## src/hw/rtl/jpq_pkg.sv

```systemverilog
// ----------------------------------------------------------------------------
// jpq_pkg
// Shared types and constants for the job priority queue.
// ----------------------------------------------------------------------------
package jpq_pkg;

    localparam int QueueDepth = 16;
    localparam int MaxResults = 16;
    localparam int PosW = $clog2(QueueDepth);
    localparam int OccW = $clog2(QueueDepth + 1);
    localparam int ResCntW = $clog2(MaxResults + 1);

    localparam logic [2:0] CMD_ADD = 3'd0;
    localparam logic [2:0] CMD_POP = 3'd1;
    localparam logic [2:0] CMD_USER = 3'd2;
    localparam logic [2:0] CMD_CAP = 3'd3;
    localparam logic [2:0] CMD_ALL = 3'd4;

    localparam logic [1:0] ST_ADDED = 2'd0;
    localparam logic [1:0] ST_FULL = 2'd1;
    localparam logic [1:0] ST_ENTRY = 2'd2;
    localparam logic [1:0] ST_EMPTY = 2'd3;

    typedef struct packed {
        logic signed [15:0] prio;
        logic [23:0] run_time;
        logic [15:0] mem_amount;
        logic [7:0] gpus;
        logic [7:0] cpus;
        logic [15:0] user_id;
        logic [15:0] job_id;
    } job_t;

    typedef enum logic [4:0] {
        S_IDLE = 5'b00001,
        S_SCAN = 5'b00010,
        S_SHIFT = 5'b00100,
        S_EMIT = 5'b01000,
        S_WAIT = 5'b10000
    } state_t;

endpackage

```

## src/hw/rtl/job_priority_queue_top.sv

```systemverilog
// ----------------------------------------------------------------------------
// job_priority_queue_top
// Stable priority queue of job records with add, pop and list commands.
// ----------------------------------------------------------------------------
// Usage: one command word enters on s_axis (tdata = command, job_id, user_id,
// cpus, gpus, mem_amount, run_time, prio from bit 0 up). Results leave on
// m_axis; tuser carries the status, tlast marks the final result of a command.
// One item is handled at a time; s_axis_tready is low while a command runs.
// One slot is read per cycle through a single compare unit, except while a
// list walk waits on the output. After the accept, an add scans for its slot,
// then shifts each entry behind it back one place; a pop returns the head and
// shifts the rest forward; a list walks the occupied slots. A list hit is held
// in a pending register until the next hit or the end of the walk decides its
// tlast, so the final word can carry tlast. An add to a full queue or a pop of
// an empty one answers with a single status word.
// A result sits in the output register until taken; a list walk halts while
// a result waits there and m_axis_tready is low, so nothing is lost. Reset
// empties the queue; slots are not cleared, only the occupancy count.
// ----------------------------------------------------------------------------
module job_priority_queue_top (
    input  logic         aclk,
    input  logic         aresetn,
    input  logic         s_axis_tvalid,
    output logic         s_axis_tready,
    // command, job_id, user_id, cpus, gpus, mem_amount, run_time, prio
    input  logic [111:0] s_axis_tdata,
    output logic         m_axis_tvalid,
    input  logic         m_axis_tready,
    // out_job_id, out_user_id, out_cpus, out_gpus, out_mem_amount,
    // out_run_time, out_prio
    output logic [103:0] m_axis_tdata,
    // status
    output logic [1:0]   m_axis_tuser,
    output logic         m_axis_tlast
);

    localparam int PW = jpq_pkg::PosW;
    localparam int OW = jpq_pkg::OccW;

    jpq_pkg::job_t slots [jpq_pkg::QueueDepth];

    jpq_pkg::state_t state_reg;
    logic [OW-1:0] occ_reg;
    logic [OW-1:0] idx_reg;
    logic [OW-1:0] pos_reg;
    logic [2:0] cmd_reg;
    jpq_pkg::job_t key_reg;
    logic [jpq_pkg::ResCntW-1:0] nres_reg;
    logic out_valid_reg;
    logic [1:0] out_status_reg;
    jpq_pkg::job_t out_job_reg;
    logic out_last_reg;
    logic pend_valid_reg;
    jpq_pkg::job_t pend_job_reg;

    jpq_pkg::job_t cur;
    logic hit;
    logic cur_ge;
    logic s_fire;
    logic out_free;
    logic walk_end;

    assign s_fire = s_axis_tvalid && s_axis_tready;
    assign s_axis_tready = (state_reg == jpq_pkg::S_IDLE) && !out_valid_reg;
    assign out_free = !out_valid_reg || m_axis_tready;
    assign cur = slots[idx_reg[PW-1:0]];
    assign cur_ge = key_reg.prio <= cur.prio;

    always_comb begin
        case (cmd_reg)
            jpq_pkg::CMD_USER: hit = cur.user_id == key_reg.user_id;
            jpq_pkg::CMD_CAP: hit = (cur.cpus <= key_reg.cpus) && (cur.gpus <= key_reg.gpus)
                && (cur.mem_amount <= key_reg.mem_amount)
                && (cur.run_time <= key_reg.run_time);
            default: hit = 1'b1;
        endcase
    end

    assign walk_end = (idx_reg >= occ_reg) ||
        (nres_reg == jpq_pkg::ResCntW'(jpq_pkg::MaxResults));

    always_ff @(posedge aclk) begin
        if (!aresetn) begin
            state_reg <= jpq_pkg::S_IDLE;
            occ_reg <= '0;
            out_valid_reg <= 1'b0;
            pend_valid_reg <= 1'b0;
            idx_reg <= '0;
            nres_reg <= '0;
        end else begin
            case (state_reg)
                jpq_pkg::S_IDLE: begin
                    if (s_fire) begin
                        cmd_reg <= s_axis_tdata[2:0];
                        key_reg <= jpq_pkg::job_t'(s_axis_tdata[106:3]);
                        idx_reg <= '0;
                        nres_reg <= '0;
                        pend_valid_reg <= 1'b0;
                        case (s_axis_tdata[2:0])
                            jpq_pkg::CMD_ADD, jpq_pkg::CMD_POP, jpq_pkg::CMD_USER,
                            jpq_pkg::CMD_CAP, jpq_pkg::CMD_ALL:
                                state_reg <= jpq_pkg::S_SCAN;
                            default: state_reg <= jpq_pkg::S_IDLE;
                        endcase
                    end
                end
                jpq_pkg::S_SCAN: begin
                    if (cmd_reg == jpq_pkg::CMD_ADD) begin
                        if (occ_reg == OW'(jpq_pkg::QueueDepth)) begin
                            out_valid_reg <= 1'b1;
                            out_status_reg <= jpq_pkg::ST_FULL;
                            out_job_reg <= '0;
                            out_last_reg <= 1'b1;
                            state_reg <= jpq_pkg::S_WAIT;
                        end else if (idx_reg < occ_reg && cur_ge) begin
                            idx_reg <= idx_reg + 1'b1;
                        end else begin
                            pos_reg <= idx_reg;
                            idx_reg <= occ_reg;
                            state_reg <= jpq_pkg::S_SHIFT;
                        end
                    end else if (cmd_reg == jpq_pkg::CMD_POP) begin
                        out_valid_reg <= 1'b1;
                        out_last_reg <= 1'b1;
                        if (occ_reg == '0) begin
                            out_status_reg <= jpq_pkg::ST_EMPTY;
                            out_job_reg <= '0;
                            state_reg <= jpq_pkg::S_WAIT;
                        end else begin
                            out_status_reg <= jpq_pkg::ST_ENTRY;
                            out_job_reg <= cur;
                            idx_reg <= '0;
                            state_reg <= jpq_pkg::S_SHIFT;
                        end
                    end else begin
                        state_reg <= jpq_pkg::S_EMIT;
                    end
                end
                jpq_pkg::S_SHIFT: begin
                    if (cmd_reg == jpq_pkg::CMD_ADD) begin
                        if (idx_reg == pos_reg) begin
                            slots[idx_reg[PW-1:0]] <= key_reg;
                            occ_reg <= occ_reg + 1'b1;
                            out_valid_reg <= 1'b1;
                            out_status_reg <= jpq_pkg::ST_ADDED;
                            out_job_reg <= '0;
                            out_last_reg <= 1'b1;
                            state_reg <= jpq_pkg::S_WAIT;
                        end else begin
                            slots[idx_reg[PW-1:0]] <= slots[PW'(idx_reg - 1'b1)];
                            idx_reg <= idx_reg - 1'b1;
                        end
                    end else begin
                        if (m_axis_tready) out_valid_reg <= 1'b0;
                        if (idx_reg + 1'b1 >= occ_reg) begin
                            occ_reg <= occ_reg - 1'b1;
                            state_reg <= jpq_pkg::S_WAIT;
                        end else begin
                            slots[idx_reg[PW-1:0]] <= slots[PW'(idx_reg + 1'b1)];
                            idx_reg <= idx_reg + 1'b1;
                        end
                    end
                end
                jpq_pkg::S_EMIT: begin
                    // a hit waits in the pending register until the next hit
                    // or the end of the walk decides its tlast
                    if (out_free) begin
                        if (walk_end) begin
                            out_valid_reg <= 1'b1;
                            out_last_reg <= 1'b1;
                            if (pend_valid_reg) begin
                                out_status_reg <= jpq_pkg::ST_ENTRY;
                                out_job_reg <= pend_job_reg;
                            end else begin
                                out_status_reg <= jpq_pkg::ST_EMPTY;
                                out_job_reg <= '0;
                            end
                            pend_valid_reg <= 1'b0;
                            state_reg <= jpq_pkg::S_WAIT;
                        end else begin
                            idx_reg <= idx_reg + 1'b1;
                            if (hit) begin
                                pend_valid_reg <= 1'b1;
                                pend_job_reg <= cur;
                                nres_reg <= nres_reg + 1'b1;
                            end
                            if (hit && pend_valid_reg) begin
                                out_valid_reg <= 1'b1;
                                out_status_reg <= jpq_pkg::ST_ENTRY;
                                out_job_reg <= pend_job_reg;
                                out_last_reg <= 1'b0;
                            end else begin
                                out_valid_reg <= 1'b0;
                            end
                        end
                    end
                end
                jpq_pkg::S_WAIT: begin
                    if (!out_valid_reg || m_axis_tready) begin
                        out_valid_reg <= 1'b0;
                        state_reg <= jpq_pkg::S_IDLE;
                    end
                end
                default: state_reg <= jpq_pkg::S_IDLE;
            endcase
        end
    end

    assign m_axis_tvalid = out_valid_reg;
    assign m_axis_tlast = out_last_reg;
    assign m_axis_tuser = out_status_reg;
    assign m_axis_tdata = {out_job_reg.prio, out_job_reg.run_time, out_job_reg.mem_amount,
        out_job_reg.gpus, out_job_reg.cpus, out_job_reg.user_id, out_job_reg.job_id};

    assert property (@(posedge aclk) disable iff (!aresetn) occ_reg <= OW'(jpq_pkg::QueueDepth))
        else $error("occupancy overflow");
    assert property (@(posedge aclk) disable iff (!aresetn)
        s_axis_tready |-> state_reg == jpq_pkg::S_IDLE)
        else $error("ready outside idle");
    assert property (@(posedge aclk) disable iff (!aresetn)
        (m_axis_tvalid && m_axis_tuser != jpq_pkg::ST_ENTRY) |-> m_axis_tlast)
        else $error("status word without last");

endmodule
```

## config.mk

```make
export PLATFORM = sky130hd
export DESIGN_NAME = job_priority_queue_top
export DESIGN_NICKNAME = d
export VERILOG_FILES = /design/src/hw/rtl/jpq_pkg.sv /design/src/hw/rtl/job_priority_queue_top.sv
export SDC_FILE = /design/constraint.sdc
export NUM_CORES = 2
export LEC_CHECK = 0
export BUFFER_PORTS_ARGS = -buffer_cell sky130_fd_sc_hd__buf_2
export CORE_MARGIN = 5
export CORE_UTILIZATION = 26
export DETAILED_ROUTE_END_ITERATION = 7
export GPL_TIMING_DRIVEN = 1
export PLACE_DENSITY = 0.49
export SKIP_LAST_GASP = 1
export SYNTH_ARGS = -nofsm -noshare
export SYNTH_HDL_FRONTEND = slang
export SYNTH_SLANG_ARGS = --single-unit
```

## constraint.sdc

```tcl
create_clock -name aclk -period 37.8 [get_ports aclk]
set_clock_uncertainty 0.2 [all_clocks]
set_input_delay 7.56 -clock aclk [delete_from_list [all_inputs] [get_ports aclk]]
set_output_delay 7.56 -clock aclk [all_outputs]
set_load 0.05 [all_outputs]
```

==> flow_results.org <==
** Timing
- Measured against its own limit, the worst slew margin works out to 0.2290.
- Final hold viol count :: 0
- Least-Margin Pin Slew :: 1.156 ns
- The clock period could shrink to between 10 and 15 ns.
- Setup repair after global routing left no endpoint under its margin.
- Dividing the final minimum period by the clock period gives 0.3119.
- Static timing analysis puts the maximum clock frequency at 0.08481 GHz.
- Setup violations remaining at the end of the flow were counted as 0.
- For the final routed database, the setup TNS stands at 0 ns.
- The count of final max-slew check failures came to 0.

** Setup path
- The worst setup path is captured at a flop.
- In this run the critical register-to-register path is launched from idx_reg[0]$_SDFFE_PN0P_.
- Data arrives at the worst endpoint at about 12 ns.
- Setup Crit Path Kind :: input pin to flop
- STA puts the critical path data required time at 38.09 ns.
- FF-to-FF path depth :: 17
- In this run the worst path has a maximum fanout of 36.
- The worst register-to-register path ends at slots[12][56]$_DFFE_PP_.
- Worst reg2reg setup slack :: 28.46 ns
- Setup crit start kind :: input pin

** Status
- The run finished with clean final reports.

** Layout
- After filler insertion, the fill cell instance count of the layout stands at 38.41k.
- Post-synthesis to final-layout area growth :: 15.04%
- Post-route insts no fill :: about 11k
- After the last flow step, the layout net total stands at 5471.
- In the final layout, the share of cells above drive strength 1 is 0.4194.
- The register with the most flip-flops in the layout has 1664 of them.
- Area of the multi-input gates :: 41790 um^2
- Registers take ~60000 um^2.

** Place
- Port buffer count :: 219
- DP HPWL :: approximately 200 mm
- In this run, placement finished with an instance count of 10.28k.
- At the end of routability-driven placement, the weighted congestion stood at 0.7722.

** Pwr
- In this run the power density over the cells is a little under 50 nW/um^2.
- For this design the static power due to leakage is 36.07 nW.
- After layout, the design draws a total of 5.791 mW.
- Peak VDD IR :: 0.00004293 V

** Synthesis
- Mean instance size in the synthesized netlist :: around 20 um^2
- Top area cells in the synthesized netlist :: sky130_fd_sc_hd__edfxtp_1, sky130_fd_sc_hd__mux4_2, sky130_fd_sc_hd__mux2i_1, sky130_fd_sc_hd__ha_1, sky130_fd_sc_hd__clkbuf_1
- When the netlist entered floorplanning its net count stood at 5282.
- Portion of the post-synthesis area used by sequential elements :: 0.5801
- In this run, synthesis produced a sequential element count of roughly 2.0k.
- Yosys mapped a number of flops with a built-in enable equal to 1987.
- Top flip-flop cell by instance count after synthesis :: sky130_fd_sc_hd__edfxtp_1
- In the post-synthesis netlist, the cell with the most instances is sky130_fd_sc_hd__edfxtp_1.
- The cell area that synthesis handed to floorplanning was 103800 um^2.
- In the synthesized netlist, the number of instances is between 5k and 6k.
- Cell type with the largest total area after synthesis :: sky130_fd_sc_hd__edfxtp_1
- Number of warnings reported in the yosys synthesis log :: 0
- By count the netlist is led by sky130_fd_sc_hd__edfxtp_1, sky130_fd_sc_hd__mux4_2, sky130_fd_sc_hd__clkbuf_1.
- In this run, distinct cell masters in the synthesized netlist total 68.
- Share of the synthesized area in the top cell type :: 0.5751
- For this run, asynchronously set or reset flops after synthesis account for 0.

** Clock network
- Buffers inserted to repair hold after CTS numbered 0.
- Gates resized during post-CTS repair numbered 0.
- Number of levels the H-tree was split into :: 4
- Buffer count from post-CTS setup fixing :: 0
- For this design, the sink count on the clock tree is 2013.
- Clock-pin transition on the worst setup and hold timing paths :: 0.06 ns
- Counting the buffers created by CTS gives 242.
- Clock insertion delay at the later pin of the skew report :: about 0.96 ns
- Number of buffers between clock root and the deepest sink :: 4
- Clock tree from TritonCTS :: yes
- Clock tree root driver cell :: sky130_fd_sc_hd__clkbuf_16

** Detailed routing
- In the routed design, unresolved DRC markers number 0.
- Dividing the detail-routed via count by the number of cells gives 5.466.
- Count of antenna-violating nets left after detailed routing :: 0
- Routed wire per std cell :: 31.61 um
- Vias post-DR :: 58.66k
- Length of the first detailed-routing pass in iterations :: 6
- The detailed router finished its first iteration with 6188 violations.
- Total detailed-routing wirelength :: about 340 mm

** Global routing
- The total overflow left after global routing is 0.
- The first global-routing pass estimated 479.2 mm of wire.
- The number of global-route vias before repair is 60.59k.
- Initial antenna violation count :: 15
- In the global route stage, overall resource usage came out at 0.1609.
- Largest net degree at the start of global routing :: 129

** Floorplan
- For this configuration, the core starts out at a cell density of 0.2603.
- Number of ports placed on the die boundary :: between 200 and 250
- The die is ~640 um tall.
- In this run the horizontal extent of the chip is 641.7 um.
- Die outline area :: 411800 um^2
- The floorplan has 232 rows.
- Floorplan core area :: 398600 um^2

** Min path
- Cells on Worst Hold Path :: 2
- The worst hold path belongs to the class flop to flop.
- The startpoint identified for the worst hold timing path is pend_job_reg[28]$_DFFE_PP_.
- The path with the worst hold slack has its endpoint at m_axis_tdata[28]$_DFFE_PP_.

** Job
- Max-cap violations in this run came to 0.
[cells in the final DEF (no fill, tap or decap), drive strengths merged, types with 11 or more instances in the layout]
master       n
edfxtp    1987
mux4      1519
buf        359
clkbuf     282
mux2i      165
a21oi      161
nor2       159
clkinv     108
inv        104
ha          92
a22o        83
nand2       71
o21ai       50
bufinv      32
dfxtp       26
xor2        20
xnor2       19
nor2b       18
nand4       18
nand3       17
clkinvlp    15
nor3        15
mux2        12
a22oi       11
nand2b      11
a221oi      11
[cells by family after synthesis]
logic type,Yosys count,synth area share
DFF,2013,0.5801
muxes,1696,0.3470
buffers and inverters,506,0.01913
AOI/OAI and AO/OA,381,0.02401
and+or+nand+nor,345,0.01517
adders and majority gates,93,0.01129
xor gates and xnor gates,39,0.003292
[power by group]
part           internal (mW)  switching [mW]  total, mW
Combinational          0.355           0.489      0.844
Sequential              2.52          0.0406       2.56
Clock                   1.40           0.986       2.39
[layer usage]
layer / vias up / wire length (um) / GRT usage
met4: 8 / 10970 / 0.04876
met3: 519 / 23100 / 0.03004
met1: 32420 / 140200 / 0.2158
met2: 2764 / 164900 / 0.2654
li1: 22950 / - / -
met5: - / 61 / 0
[final cells by class]
cell class / instances / area share
clock inverters: 167 / 0.01511
repair buffers: 359 / 0.01967
clock buffers: 282 / 0.05244
multi-input cells: 2554 / 0.3501
well taps: 5265 / 0.05519
inverters: 92 / 0.003019
flip-flops and latches: 2013 / 0.5044
diodes: 1 / 0.00002097
[per-stage QoR]
step                        util  setup WS [ns]  cell area [um^2]  hold slack, ns
after detailed placement  0.2792          25.05            111300          0.3043
final                     0.2995          26.01            119400          0.3031
after global routing      0.2995          25.90            119400          0.3309
after global placement    0.2792          25.11            111300          0.2897
after CTS                 0.2995          26.02            119400          0.3090
after floorplan                -          18.63            103800          0.2323
[worst max-delay path, cell delays in order]
cell and delay (ns):
sky130_fd_sc_hd__buf_2 0.30, sky130_fd_sc_hd__inv_1 0.34, sky130_fd_sc_hd__nor2_1 0.33, sky130_fd_sc_hd__nand2_1 0.30
sky130_fd_sc_hd__nor2_4 0.73, sky130_fd_sc_hd__buf_4 0.72, sky130_fd_sc_hd__buf_4 0.90, sky130_fd_sc_hd__buf_4 0.78
[how the worst max path moves through the flow]
stage          depth (start not counted)                        end  slack (ns)     from
6_report                               8    slots[12][56]$_DFFE_PP_       26.01  aresetn
5_1_grt                                8    slots[12][58]$_DFFE_PP_       25.90  aresetn
4_1_cts                                8    slots[12][58]$_DFFE_PP_       26.02  aresetn
3_5_place_dp                           8     slots[9][63]$_DFFE_PP_       25.05  aresetn
3_3_place_gp                           8    slots[12][37]$_DFFE_PP_       25.11  aresetn
2_1_floorplan                          3  m_axis_tdata[0]$_DFFE_PP_       18.63  aresetn
Note: power is estimated with default switching activity, not from simulation.
